<file path="src/hdl/sdppsm_pkg.sv">
// Package for the SDP protocol-descriptor-list PSM parser.
// Holds SDP type codes, UUIDs, limits, the result struct and a header helper.
// No dependencies; sdppsm_core and the top level import it.
`timescale 1ns / 1ps
`default_nettype none

package sdppsm_pkg;

  localparam int MAX_VALUE_BYTES_DEF = 32;

  localparam logic [7:0]  T_SEQ8          = 8'h35;
  localparam logic [7:0]  T_SEQ16         = 8'h36;
  localparam logic [7:0]  T_SEQ32         = 8'h37;
  localparam logic [7:0]  T_UUID16        = 8'h19;
  localparam logic [15:0] UUID_L2CAP      = 16'h0100;
  localparam logic [15:0] UUID_AVDTP      = 16'h0019;
  localparam logic [31:0] MIN_ELEM_BYTES  = 32'd6;
  localparam logic [5:0]  MIN_VALUE_BYTES = 6'd2;
  localparam logic [15:0] MIN_VERSION_RST = 16'h0100;

  // Verdict of one parse step, handed from the core to the result register.
  typedef struct packed {
    logic        give;
    logic        found;
    logic [15:0] channel_psm;
    logic [15:0] avdtp_version;
  } res_t;

  // Number of length bytes that follow a sequence type byte, zero if bad.
  function automatic logic [2:0] seq_hdr_bytes(input logic [7:0] t);
    logic [2:0] h;
    h = 3'd0;
    if (t == T_SEQ8)  h = 3'd1;
    if (t == T_SEQ16) h = 3'd2;
    if (t == T_SEQ32) h = 3'd4;
    return h;
  endfunction

endpackage

`default_nettype wire

</file>
<file path="src/hdl/sdppsm_if.sv">
// Handshake interfaces of the SDP protocol-descriptor-list PSM parser:
// byte input stream, result stream and the configuration write channel.
// No dependencies.
`timescale 1ns / 1ps
`default_nettype none

interface sdppsm_in_if;
  logic       valid;
  logic       ready;
  logic [7:0] data_byte;
  logic [5:0] value_length;
  logic       last_byte;

  modport source (output valid, data_byte, value_length, last_byte, input ready);
  modport sink   (input valid, data_byte, value_length, last_byte, output ready);
endinterface

interface sdppsm_out_if;
  logic        valid;
  logic        ready;
  logic        found;
  logic [15:0] channel_psm;
  logic [15:0] avdtp_version;

  modport source (output valid, found, channel_psm, avdtp_version, input ready);
  modport sink   (input valid, found, channel_psm, avdtp_version, output ready);
endinterface

interface sdppsm_cfg_if;
  logic        valid;
  logic        ready;
  logic [15:0] data;

  modport source (output valid, data, input ready);
  modport sink   (input valid, data, output ready);
endinterface

`default_nettype wire

</file>
<file path="src/hdl/sdppsm_core.sv">
// Parse state and per-byte step logic of the SDP PSM parser.
// Depends on sdppsm_pkg for type codes, UUIDs and the result struct.
`timescale 1ns / 1ps
`default_nettype none

module sdppsm_core #(
  parameter int MAX_VALUE_BYTES = sdppsm_pkg::MAX_VALUE_BYTES_DEF
) (
  input  wire logic              clk,
  input  wire logic              rst,
  input  wire logic              step,
  input  wire logic [7:0]        data_byte,
  input  wire logic [5:0]        value_length,
  input  wire logic              last_byte,
  input  wire logic [15:0]       min_version,
  output sdppsm_pkg::res_t       res
);
  import sdppsm_pkg::*;

  localparam int CW = $clog2(MAX_VALUE_BYTES + 1);
  localparam int LW = (CW > 6) ? CW : 6;
  localparam logic [LW-1:0] MAX_LEN = LW'(MAX_VALUE_BYTES);

  localparam logic [2:0] PH_OUTER_TYPE = 3'd0;
  localparam logic [2:0] PH_OUTER_LEN  = 3'd1;
  localparam logic [2:0] PH_INNER_TYPE = 3'd2;
  localparam logic [2:0] PH_INNER_LEN  = 3'd3;
  localparam logic [2:0] PH_ELEM       = 3'd4;

  logic [2:0]    parse_phase, parse_phase_next;
  logic [2:0]    header_bytes_left, header_bytes_left_next;
  logic [LW-1:0] bytes_consumed, bytes_consumed_next;
  logic [31:0]   element_length, element_length_next;
  logic [LW-1:0] element_position, element_position_next;
  logic          element_is_uuid16, element_is_uuid16_next;
  logic [15:0]   uuid_value, uuid_value_next;
  logic [15:0]   field_value, field_value_next;
  logic [15:0]   psm_seen, psm_seen_next;
  logic          psm_valid, psm_valid_next;
  logic [15:0]   version_seen, version_seen_next;
  logic          result_given, result_given_next;

  logic [LW:0]   len;
  logic [LW:0]   p1;
  logic [LW:0]   left;
  logic [LW:0]   q1;
  logic [2:0]    h;
  logic [2:0]    hl_dec;
  logic          at_end;
  logic          v_found;
  logic          v_miss;
  logic          done_chk;

  always_comb begin
    if (LW'(value_length) > MAX_LEN) begin
      len = {1'b0, MAX_LEN};
    end else begin
      len = (LW+1)'(value_length);
    end
    p1     = {1'b0, bytes_consumed} + 1'b1;
    q1     = {1'b0, element_position} + 1'b1;
    left   = (len > p1) ? (len - p1) : '0;
    at_end = last_byte || (p1 >= len);
    h      = seq_hdr_bytes(data_byte);
    hl_dec = header_bytes_left - 3'd1;

    parse_phase_next       = parse_phase;
    header_bytes_left_next = header_bytes_left;
    bytes_consumed_next    = bytes_consumed;
    element_length_next    = element_length;
    element_position_next  = element_position;
    element_is_uuid16_next = element_is_uuid16;
    uuid_value_next        = uuid_value;
    field_value_next       = field_value;
    psm_seen_next          = psm_seen;
    psm_valid_next         = psm_valid;
    version_seen_next      = version_seen;
    result_given_next      = result_given;
    v_miss                 = 1'b0;
    done_chk               = 1'b0;

    if (!result_given) begin
      bytes_consumed_next = p1[LW-1:0];
      case (parse_phase)
        PH_OUTER_TYPE: begin
          if ((value_length < MIN_VALUE_BYTES) || (h == 3'd0)) begin
            v_miss = 1'b1;
          end else begin
            header_bytes_left_next = h;
            parse_phase_next       = PH_OUTER_LEN;
          end
        end
        PH_OUTER_LEN: begin
          header_bytes_left_next = hl_dec;
          if (hl_dec == 3'd0) begin
            parse_phase_next = PH_INNER_TYPE;
          end
        end
        PH_INNER_TYPE: begin
          if (h == 3'd0) begin
            v_miss = 1'b1;
          end else begin
            header_bytes_left_next = h;
            element_length_next    = '0;
            parse_phase_next       = PH_INNER_LEN;
          end
        end
        PH_INNER_LEN: begin
          element_length_next    = {element_length[23:0], data_byte};
          header_bytes_left_next = hl_dec;
          if (hl_dec == 3'd0) begin
            if (element_length_next > 32'(left)) begin
              v_miss = 1'b1;
            end else if (element_length_next == 32'd0) begin
              done_chk         = 1'b1;
              parse_phase_next = PH_INNER_TYPE;
            end else begin
              element_position_next  = '0;
              element_is_uuid16_next = 1'b0;
              parse_phase_next       = PH_ELEM;
            end
          end
        end
        default: begin
          if (element_length >= MIN_ELEM_BYTES) begin
            if (element_position == LW'(0)) begin
              element_is_uuid16_next = (data_byte == T_UUID16);
            end else if (element_position == LW'(1)) begin
              uuid_value_next = {data_byte, 8'h00};
            end else if (element_position == LW'(2)) begin
              uuid_value_next = {uuid_value[15:8], data_byte};
            end else if (element_position == LW'(4)) begin
              field_value_next = {data_byte, 8'h00};
            end else if (element_position == LW'(5)) begin
              field_value_next = {field_value[15:8], data_byte};
              if (element_is_uuid16 && (uuid_value == UUID_L2CAP)) begin
                psm_seen_next  = field_value_next;
                psm_valid_next = 1'b1;
              end else if (element_is_uuid16 && (uuid_value == UUID_AVDTP)) begin
                version_seen_next = field_value_next;
              end
            end
          end
          element_position_next = q1[LW-1:0];
          if (32'(q1) >= element_length) begin
            done_chk         = 1'b1;
            parse_phase_next = PH_INNER_TYPE;
          end
        end
      endcase
    end

    v_found = done_chk && psm_valid_next && (version_seen_next >= min_version);

    res.give          = !result_given && (v_found || v_miss || at_end);
    res.found         = v_found;
    res.channel_psm   = v_found ? psm_seen_next : 16'h0000;
    res.avdtp_version = version_seen_next;
    if (res.give) begin
      result_given_next = 1'b1;
    end
  end

  always_ff @(posedge clk) begin
    if (rst || (step && last_byte)) begin
      parse_phase       <= PH_OUTER_TYPE;
      header_bytes_left <= '0;
      bytes_consumed    <= '0;
      element_length    <= '0;
      element_position  <= '0;
      element_is_uuid16 <= 1'b0;
      uuid_value        <= '0;
      field_value       <= '0;
      psm_seen          <= '0;
      psm_valid         <= 1'b0;
      version_seen      <= '0;
      result_given      <= 1'b0;
    end else if (step) begin
      parse_phase       <= parse_phase_next;
      header_bytes_left <= header_bytes_left_next;
      bytes_consumed    <= bytes_consumed_next;
      element_length    <= element_length_next;
      element_position  <= element_position_next;
      element_is_uuid16 <= element_is_uuid16_next;
      uuid_value        <= uuid_value_next;
      field_value       <= field_value_next;
      psm_seen          <= psm_seen_next;
      psm_valid         <= psm_valid_next;
      version_seen      <= version_seen_next;
      result_given      <= result_given_next;
    end
  end

endmodule

`default_nettype wire

</file>
<file path="src/hdl/sdp_protocol_list_psm_parser_unit.sv">
// Top level of the SDP protocol-descriptor-list PSM parser.
// Depends on sdppsm_pkg, the interfaces in sdppsm_if.sv and sdppsm_core.
`timescale 1ns / 1ps
`default_nettype none

// Channel   Dir   Payload                                     Handshake
// din       in    data_byte[7:0] value_length[5:0] last_byte  valid/ready
// dout      out   found channel_psm[15:0] avdtp_version[15:0] valid/ready
// cfg       in    data[15:0] = min_protocol_version           valid/ready
//
// One byte is accepted per cycle unless a result is stalled; an accepted byte is
// held in the input register, and a result request it decides is written to the
// result register and presented from there.
// The per-byte parse step is one pass of compare and update logic between the
// input register and the result register: one byte a cycle unless a result stalls.
// rst is synchronous and active high; it clears the parse state and sets the
// minimum version to 0x0100. Only a byte that produces a result waits for a
// stalled result register; bytes that produce none keep flowing.

module sdp_protocol_list_psm_parser_unit #(
  parameter int MAX_VALUE_BYTES = sdppsm_pkg::MAX_VALUE_BYTES_DEF
) (
  input wire logic   clk,
  input wire logic   rst,
  sdppsm_in_if.sink  din,
  sdppsm_out_if.source dout,
  sdppsm_cfg_if.sink cfg
);
  import sdppsm_pkg::*;

  // The configuration register. Writes must arrive only while the block is idle; the block does not enforce this.
  logic [15:0] min_version;

  // Input register holding one accepted byte request.
  logic        s1_valid;
  logic [7:0]  s1_data_byte;
  logic [5:0]  s1_value_length;
  logic        s1_last_byte;

  // Result register.
  logic        out_valid;
  logic        out_found;
  logic [15:0] out_psm;
  logic [15:0] out_version;

  res_t        res;
  logic        s1_adv;
  logic        step;
  logic        out_free;

  assign cfg.ready = 1'b1;

  always_ff @(posedge clk) begin
    if (rst) begin
      min_version <= MIN_VERSION_RST;
    end else if (cfg.valid) begin
      min_version <= cfg.data;
    end
  end

  // The held byte moves on unless it produces a result that cannot be stored.
  assign out_free  = !out_valid || dout.ready;
  assign s1_adv    = !res.give || out_free;
  assign step      = s1_valid && s1_adv;
  assign din.ready = !s1_valid || s1_adv;

  always_ff @(posedge clk) begin
    if (rst) begin
      s1_valid <= 1'b0;
    end else if (din.valid && din.ready) begin
      s1_valid <= 1'b1;
    end else if (s1_adv) begin
      s1_valid <= 1'b0;
    end
  end

  always_ff @(posedge clk) begin
    if (din.valid && din.ready) begin
      s1_data_byte    <= din.data_byte;
      s1_value_length <= din.value_length;
      s1_last_byte    <= din.last_byte;
    end
  end

  sdppsm_core #(
    .MAX_VALUE_BYTES(MAX_VALUE_BYTES)
  ) u_core (
    .clk          (clk),
    .rst          (rst),
    .step         (step),
    .data_byte    (s1_data_byte),
    .value_length (s1_value_length),
    .last_byte    (s1_last_byte),
    .min_version  (min_version),
    .res          (res)
  );

  always_ff @(posedge clk) begin
    if (rst) begin
      out_valid <= 1'b0;
    end else if (out_free) begin
      out_valid <= step && res.give;
    end
  end

  always_ff @(posedge clk) begin
    if (out_free && step && res.give) begin
      out_found   <= res.found;
      out_psm     <= res.channel_psm;
      out_version <= res.avdtp_version;
    end
  end

  assign dout.valid         = out_valid;
  assign dout.found         = out_found;
  assign dout.channel_psm   = out_psm;
  assign dout.avdtp_version = out_version;

  // A not-found result always carries a zero PSM.
  a_miss_zero_psm: assert property (@(posedge clk) disable iff (rst)
    (out_valid && !out_found) |-> (out_psm == 16'h0000))
    else $error("not-found result with nonzero PSM");

  // A byte that decides a result is only stepped when the result register can take it.
  a_no_lost_result: assert property (@(posedge clk) disable iff (rst)
    (step && res.give) |-> out_free)
    else $error("result produced while result register is full");

  // Input is only held back by a waiting result behind a result-giving byte.
  a_stall_cause: assert property (@(posedge clk) disable iff (rst)
    !din.ready |-> (s1_valid && out_valid && !dout.ready && res.give))
    else $error("input stalled without a blocked result");

  // Reset restores the minimum version.
  a_cfg_reset: assert property (@(posedge clk)
    $past(rst) |-> (min_version == MIN_VERSION_RST))
    else $error("minimum version not restored by reset");

endmodule

`default_nettype wire
</file>
<file path="src/flat_wrapper.sv">
// flat-port wrapper written by rule: the top's interface ports become plain ports
module sdp_protocol_list_psm_parser_unit_flat import sdppsm_pkg::*;
#(
  parameter int MAX_VALUE_BYTES = sdppsm_pkg::MAX_VALUE_BYTES_DEF
)
  (clk, rst, din_valid, din_data_byte, din_value_length, din_last_byte, din_ready, dout_valid, dout_found, dout_channel_psm, dout_avdtp_version, dout_ready, cfg_valid, cfg_data, cfg_ready);
  sdppsm_in_if din_i ();
  sdppsm_out_if dout_i ();
  sdppsm_cfg_if cfg_i ();
  input wire logic clk;
  input wire logic rst;
  input wire logic [$bits(din_i.valid)-1:0] din_valid;
  input wire logic [$bits(din_i.data_byte)-1:0] din_data_byte;
  input wire logic [$bits(din_i.value_length)-1:0] din_value_length;
  input wire logic [$bits(din_i.last_byte)-1:0] din_last_byte;
  output wire logic [$bits(din_i.ready)-1:0] din_ready;
  output wire logic [$bits(dout_i.valid)-1:0] dout_valid;
  output wire logic [$bits(dout_i.found)-1:0] dout_found;
  output wire logic [$bits(dout_i.channel_psm)-1:0] dout_channel_psm;
  output wire logic [$bits(dout_i.avdtp_version)-1:0] dout_avdtp_version;
  input wire logic [$bits(dout_i.ready)-1:0] dout_ready;
  input wire logic [$bits(cfg_i.valid)-1:0] cfg_valid;
  input wire logic [$bits(cfg_i.data)-1:0] cfg_data;
  output wire logic [$bits(cfg_i.ready)-1:0] cfg_ready;
  assign din_i.valid = din_valid;
  assign din_i.data_byte = din_data_byte;
  assign din_i.value_length = din_value_length;
  assign din_i.last_byte = din_last_byte;
  assign din_ready = din_i.ready;
  assign dout_valid = dout_i.valid;
  assign dout_found = dout_i.found;
  assign dout_channel_psm = dout_i.channel_psm;
  assign dout_avdtp_version = dout_i.avdtp_version;
  assign dout_i.ready = dout_ready;
  assign cfg_i.valid = cfg_valid;
  assign cfg_i.data = cfg_data;
  assign cfg_ready = cfg_i.ready;
  sdp_protocol_list_psm_parser_unit #(.MAX_VALUE_BYTES(MAX_VALUE_BYTES)) u_core (.clk(clk), .rst(rst), .din(din_i), .dout(dout_i), .cfg(cfg_i));
endmodule
</file>
<file path="config.mk">
export PLATFORM = sky130hd
export DESIGN_NAME = sdp_protocol_list_psm_parser_unit_flat
export DESIGN_NICKNAME = d
export VERILOG_FILES = /design/src/hdl/sdppsm_pkg.sv /design/src/hdl/sdppsm_if.sv /design/src/hdl/sdppsm_core.sv /design/src/hdl/sdp_protocol_list_psm_parser_unit.sv /design/src/flat_wrapper.sv
export SDC_FILE = /design/constraint.sdc
export NUM_CORES = 1
export LEC_CHECK = 0
export ABC_AREA = 1
export ABC_CLOCK_PERIOD_IN_PS = 5200
export BUFFER_PORTS_ARGS = -buffer_cell sky130_fd_sc_hd__buf_2
export CAP_MARGIN = 25
export CORE_MARGIN = 2
export CORE_UTILIZATION = 40
export CTS_CLUSTER_DIAMETER = 30
export DETAILED_ROUTE_END_ITERATION = 10
export GPL_ROUTABILITY_DRIVEN = 0
export PLACE_DENSITY = 0.6
export SLEW_MARGIN = 20
export SYNTH_ARGS = -nofsm -noshare
export SYNTH_HDL_FRONTEND = slang
export SYNTH_SLANG_ARGS = --single-unit
export TNS_END_PERCENT = 1
</file>
<file path="constraint.sdc">
create_clock -name clk -period 5.2 [get_ports clk]
set_clock_uncertainty 0.15 [all_clocks]
set_input_delay 0.52 -clock clk [delete_from_list [all_inputs] [get_ports clk]]
set_output_delay 0.52 -clock clk [all_outputs]
set_load 0.03 [all_outputs]
</file>
Yosys cells after proc, flatten, opt, wreduce, memory -nomap -nowiden --
Cells that the tools add are included.
Word-level totals: register bits after elaboration 175, latch bits 0, memory bits (writable) 0, bits in read-only memories 0, input port bits 36, output and inout bits 36, word-level logic and storage cells 181, memories 0
Cells by class: add/sub/neg operators 4, multiply operators 0, divide/modulo/power cells 0, order comparisons 8, equal/unequal tests 19, shift operators 0, multiplexer cells 74, bitwise logic cells 6, reduce and logical (&&, ||, !) cells 48
Operators with widths (number):
- $mux W16 | 21
- $pmux W32 S2 | 1
- $mux W3 | 11
- $ge A32 B3 Y1 const B | 1
- $ge A7 B32 Y1 | 1
- $gt A32 B7 Y1 | 1
- $logic_not A32 Y1 | 1
- $mux W32 | 1
- $mux W1 | 27
- $eq A8 B6 Y1 const B | 3
- $mux W6 | 4
- $reduce_and A8 Y1 | 3
- $reduce_and A6 Y1 | 3
- $eq A16 B5 Y1 const B | 1
- $eq A16 B9 Y1 const B | 1
- $ge A16 B16 Y1 | 1
- $mux W8 | 2
- $add A6 B1 Y7 const B | 2
- $eq A6 B3 Y1 const B | 2
- $ne A2 B2 Y1 const B | 6
- $pmux W3 S4 | 1
- $pmux W6 S2 | 1
- $logic_and A1 B1 Y1 | 11
- $reduce_bool A2 Y1 | 5
- 28 further kinds | 48

Logic depth before layout (Yosys ltp) --
depth in word-level cells 22, depth in mapped cells 35, mapped depth without buffers 34

Cells and area by module --
A second synthesis with hierarchy kept.
Unflattened totals: cells, all modules 1129, area total of the unflattened synthesis 8936.1 um^2
By module, submodules not included:
- sdppsm_core | times used 1, cells an instance 992, area each 6815.3 um^2, sequential area each 2182.1 um^2
- sdp_protocol_list_psm_parser_unit | times used 1, cells an instance 137, area each 2120.8 um^2, sequential area each 1801.7 um^2

Worst setup path after synthesis --
OpenSTA, ideal clock, no wires.
path kind flip-flop to flip-flop, start point register u_core.u_core.bytes_consumed[0], end point register u_core.out_version[0] (netlist: u_core.dout.avdtp_version[0]), enable pin, setup time 0.388 ns, arrival 4.015 ns, data required time 4.662 ns, path slack 0.648 ns, stages on the path, launching flop included 31, buffers on the path 1, period minus slack after synthesis 4.552 ns, cells stage by stage dfxtp_1 > ha_1 > nand3_1 > xor2_1 > inv_1 > ha_1 > nand2_1 > inv_1 > nand4_1 > nand3_1 > nand2_1 > nand2_1 > nand2_1 > inv_1 > nand3_1 > ha_1 > inv_1 > nor3_1 > nand2_1 > nor2_1 > nand2_1 > nand2_1 > nor2_1 > nand2_1 > nand2_1 > nor2_2 > nand2_4 > a21boi_4 > buf_6 > nand3_1 > inv_1
Between the ends: word-level cells in the longest chain between the ends 18, elaborated cells between the ends (all ways) 25, those cells by class 2 x add/sub; 3 x order compare; 9 x mux; 11 x reduce/logical
RTL lines:
- start, declared | RTL line sdppsm_core.sv:32 | logic [LW-1:0] bytes_consumed, bytes_consumed_next;
- start signal, assigned | RTL line sdppsm_core.sv:181 | bytes_consumed <= bytes_consumed_next;
- $add A6 B1 Y7 * | RTL line sdppsm_core.sv:60 | p1 = {1'b0, bytes_consumed} + 1'b1;
- $sub A7 B7 Y7 or $gt A7 B7 Y1 (tied branches) | RTL line sdppsm_core.sv:62 | left = (len > p1) ? (len - p1) : '0;
- $mux W7 | RTL line sdppsm_core.sv:62
- $gt A32 B7 Y1 | RTL line sdppsm_core.sv:112 | if (element_length_next > 32'(left)) begin
- $mux W1 | RTL line sdppsm_core.sv:112
- $mux W1 | RTL line sdppsm_core.sv:111 | if (hl_dec == 3'd0) begin
- $pmux W1 S2 | RTL line sdppsm_core.sv:84 | case (parse_phase)
- $mux W1 | RTL line sdppsm_core.sv:82 | if (!result_given) begin
- $logic_and A1 B1 Y1 (2 in series) | RTL line sdppsm_core.sv:153 | v_found = done_chk && psm_valid_next && (version_seen_next >= min_version);
- $logic_or A1 B1 Y1 | RTL line sdppsm_core.sv:155 | res.give = !result_given && (v_found || v_miss || at_end);
- $logic_or A1 B1 Y1 * | RTL line sdppsm_core.sv:155
- $logic_and A1 B1 Y1 * | RTL line sdppsm_core.sv:155
- $logic_not A1 Y1 | RTL line sdp_protocol_list_psm_parser_unit.sv:63 | assign s1_adv = !res.give || out_free;
- $logic_or A1 B1 Y1 | RTL line sdp_protocol_list_psm_parser_unit.sv:63
- $logic_and A1 B1 Y1 | RTL line sdp_protocol_list_psm_parser_unit.sv:64 | assign step = s1_valid && s1_adv;
- $logic_and A1 B1 Y1 | RTL line sdp_protocol_list_psm_parser_unit.sv:107 | if (out_free && step && res.give) begin
- $logic_and A1 B1 Y1 * | RTL line sdp_protocol_list_psm_parser_unit.sv:107
- end signal, assigned | RTL line sdp_protocol_list_psm_parser_unit.sv:110 | out_version <= res.avdtp_version;
- end, declared | RTL line sdp_protocol_list_psm_parser_unit.sv:44 | logic [15:0] out_version;
Mark *: on every way between the ends. The rest lies on a longest branch, timed or not. A chain may end at the register's enable or synchronous reset.

Worst setup path in the final report --
start point register u_core.u_core.bytes_consumed[0], end point output port din_ready
Between the ends: word-level cells in the longest chain between the ends 16, elaborated cells between the ends (all ways) 23, those cells by class 2 x add/sub; 3 x order compare; 9 x mux; 9 x reduce/logical
RTL lines:
- $add A6 B1 Y7 * | RTL line sdppsm_core.sv:60
- $sub A7 B7 Y7 or $gt A7 B7 Y1 (tied branches) | RTL line sdppsm_core.sv:62
- $mux W7 | RTL line sdppsm_core.sv:62
- $gt A32 B7 Y1 | RTL line sdppsm_core.sv:112
- $mux W1 | RTL line sdppsm_core.sv:112
- $mux W1 | RTL line sdppsm_core.sv:111
- $pmux W1 S2 | RTL line sdppsm_core.sv:84
- $mux W1 | RTL line sdppsm_core.sv:82
- $logic_and A1 B1 Y1 (2 in series) | RTL line sdppsm_core.sv:153
- $logic_or A1 B1 Y1 | RTL line sdppsm_core.sv:155
- $logic_or A1 B1 Y1 * | RTL line sdppsm_core.sv:155
- $logic_and A1 B1 Y1 * | RTL line sdppsm_core.sv:155
- $logic_not A1 Y1 * | RTL line sdp_protocol_list_psm_parser_unit.sv:63
- $logic_or A1 B1 Y1 * | RTL line sdp_protocol_list_psm_parser_unit.sv:63
- $logic_or A1 B1 Y1 * | RTL line sdp_protocol_list_psm_parser_unit.sv:65 | assign din.ready = !s1_valid || s1_adv;
- end, declared | RTL line flat_wrapper.sv:16 | output wire logic [$bits(din_i.ready)-1:0] din_ready;
Marked as above.

==> impl_metrics.tcl <==
set metrics [dict create \
    crit_path_start "u_core.u_core.bytes_consumed[0]" \
    synth_xor_xnor_area_share 0.00691 \
    synthFlopType "dfxtp_1" \
    path_clk_slew_ns 0.07 \
    critPathRequiredTime_ns 4.53 \
    yosys.area_share.simple 0.266 \
    p_leak_nw 4.54 \
    relSlewSlack 0.523 \
    area_delta_synth_final_pct 14.2 \
    setup_viol 0 \
    grt_usage 0.178 \
    vias_per_cell 4.81 \
    drt-total-wl_um 20300 \
    synth_top_area_share 0.286 \
    slowest_stage "dfxtp_1" \
    grt_max_degree 65 \
    ctsHoldBuffers 0 \
    p_per_area_nw_per_um2 296 \
    avgSynthCellArea_um2 7.37 \
    endpoint_kind "primary output" \
    netlist_area_um2 8880 \
    design.final.nets 1345 \
    drv_slew 0 \
    drt_iter0_markers 351 \
    die_height_um 153 \
    vias 7488 \
    seqCellArea_um2 3980 \
    fin_crit_sh 0.916 \
    layout-drive-gt1-share 0.127 \
    die-area_um2 23400 \
    ys_top_cells_by_area "dfxtp_1, edfxtp_1, nand2_1" \
    crit_path_frequent_cell "nand2_1" \
    synth_top_family_by_area "simple AND/OR/NAND/NOR gates" \
    antenna_found_initial 0 \
    r2r_cells 31 \
    synth_top_area_cell "dfxtp_1" \
    grt_pass1_wl_um 34100 \
    period_minus_slack_ns 4.76 \
    clk_latency_ns 0.44 \
    setup_ws_ns 0.437 \
    cts_buffers 17 \
    start_util 0.407 \
    total_power_mw 3.00 \
    worst_pin_slew_ns 0.714 \
    synthArstFlopShare 0 \
    multi_input_area_um2 4070 \
    path_max_fanout 4 \
    cts_buffer_depth 2 \
    cp.arrival_ns 4.09 \
    hpwl_um 14400 \
    max_stage_delay_ns 0.37 \
    dr.pass1.iters 6 \
    maxCapViolCount 0 \
    port_buffers 70 \
    seq_area_frac_synth 0.449 \
    ys_types 46 \
    fmax_mhz 210 \
    place_ws_ns 0.290 \
    cts-root-buf "clkbuf_16" \
    io_pins 72 \
    wl_per_cell_um 13.1 \
    grt_pass1_vias 7004 \
    die_x_um 153 \
    overflow 0 \
    coreArea_um2 21800 \
    syn_inst 1205 \
    synth_edf_count 48 \
    whs_ns 0.100 \
    start_kind "flip-flop" \
    cts_htree_levels 4 \
    muxShareOfSynthArea 0 \
    synth_compound_gate_area_share 0.120 \
    drtAntennaViolNets 0 \
    irDropWorstVdd_mv 0.228 \
    yosys.area_share.adder 0.0629 \
    worstSetupPathType "reg2out" \
    hold_violations 0 \
    ys_seq_elements 175 \
    cts_tree "built" \
    hold_path_class "in2reg" \
    syn-num-nets 1285 \
    final_core_util 0.465 \
    rows 54 \
    post-route-drc-count 0 \
    endpoint "din_ready" \
    cts.sinks 175 \
    r2r_start "u_core.u_core.bytes_consumed[0]" \
    ff2ff_setup_slack_ns 0.52 \
    run_status "finished clean" \
    yosysWarnings 0 \
    r2r_end "u_core.dout.channel_psm[3]" \
    diodes 0 \
    fill_cells 2223 \
]
worst min path at each step:
stage	start	endpoint	cells past startpoint
after floorplan	u_core.min_version[9]	u_core.min_version[9]	2
after CTS	din_value_length[1]	u_core.s1_value_length[1]	1
final	din_value_length[1]	u_core.s1_value_length[1]	1
after global routing	din_data_byte[1]	u_core.s1_data_byte[1]	1
after detailed placement	u_core.u_core.psm_valid	u_core.u_core.psm_valid	2
after global placement	u_core.u_core.psm_valid	u_core.u_core.psm_valid	2
stage by stage:
step	setup TNS [ns]	instances	cell area, um2
floorplan	0	1205	8880
global placement	0	1524	9480
detailed placement	0	1524	9480
CTS	0	1556	10100
global route	-0.00377	1558	10100
finish	0	1558	10100
flip-flops by register name, indices dropped and copies added, names as in the netlist:
register / flops
u_core.u_core.psm_seen: 16
u_core.u_core.result_given: 1
u_core.u_core.psm_valid: 1
u_core.dout.found: 1
u_core.u_core.field_value: 8
u_core.s1_value_length: 6
u_core.s1_last_byte: 1
u_core.s1_valid: 1
u_core.u_core.uuid_value: 16
u_core.dout.channel_psm: 16
u_core.u_core.version_seen: 16
u_core.u_core.parse_phase: 3
u_core.dout.valid: 1
u_core.u_core.element_is_uuid16: 1
u_core.min_version: 16
u_core.dout.avdtp_version: 16
u_core.s1_data_byte: 8
u_core.u_core.element_length: 32
u_core.u_core.bytes_consumed: 6
u_core.u_core.header_bytes_left: 3
u_core.u_core.element_position: 6
power breakdown:
part	internal, mW	switching (mW)	leakage [nW]	total [mW]
combinational	0.0651	0.146	2.73	0.211
sequential	1.42	0.0196	1.51	1.44
clock	0.756	0.590	0.303	1.35
total	2.25	0.756	4.54	3.00
cells in the final DEF (no fill, tap or decap), drive strengths merged, types with 2 or more instances in the layout:
cell type and instances:
a211oi 2, a21oi 102, a31oi 3, buf 88, bufinv 2, clkbuf 20, clkinv 2, dfxtp 127
edfxtp 48, ha 43, inv 168, nand2 258, nand3 40, nand4 10, nor2 218, nor3 15
nor4 5, o21ai 88, o21bai 2, or2 18, xor2 6
synth_stat cells (18+ instances only):
master and number:
nand3_1 36, o21ai_1 18, o21ai_0 69, ha_1 43
edfxtp_1 48, dfxtp_1 127, clkbuf_1 18, or2_2 18
inv_1 158, a21oi_1 102, nand2_1 255, nor2_1 211
buf_2 22
what timing repair did:
| action | CTS | global route |
|---|---|---|
| resized for setup | 0 | 7 |
| setup buffers | 0 | 2 |
| setup endpoints to repair | 0 | 150 |
cell type report:
class | count | share of cell area
Tap cell | 280 | 0.0346
Clock inverter | 13 | 0.0162
Clock buffer | 19 | 0.0448
Sequential cell | 175 | 0.393
Timing Repair Buffer | 89 | 0.0509
Inverter | 160 | 0.0595
Multi-Input combinational cell | 822 | 0.401
layer usage:
layer	routed length, um	vias up	track usage
met5	0	-	0
met4	335	0	0.0582
met3	797	25	0.0320
met2	9240	140	0.285
met1	9960	3371	0.244
li1	-	3952	-
kinds of logic (layout without fill, tap and decap cells):
| logic type | Yosys count | in the layout |
|---|---|---|
| AOI/OAI and AO/OA | 203 | 203 |
| adders and majority gates | 44 | 44 |
| and+or+nand+nor | 567 | 567 |
| xor gates and xnor gates | 7 | 7 |
| DFF | 175 | 175 |
| other | 1 | 1 |
| buffers and inverters | 208 | 281 |
worst max-delay path, delay by kind of cell (launching register included):
kind	cells	cell delay (ns)
adders and majority gates	3	0.86
AOI/OAI and AO/OA	2	0.23
xor gates and xnor gates	1	0.18
DFF	1	0.37
and+or+nand+nor	18	1.61
buffers and inverters	4	0.40
Note: power is estimated with default switching activity, not from simulation.
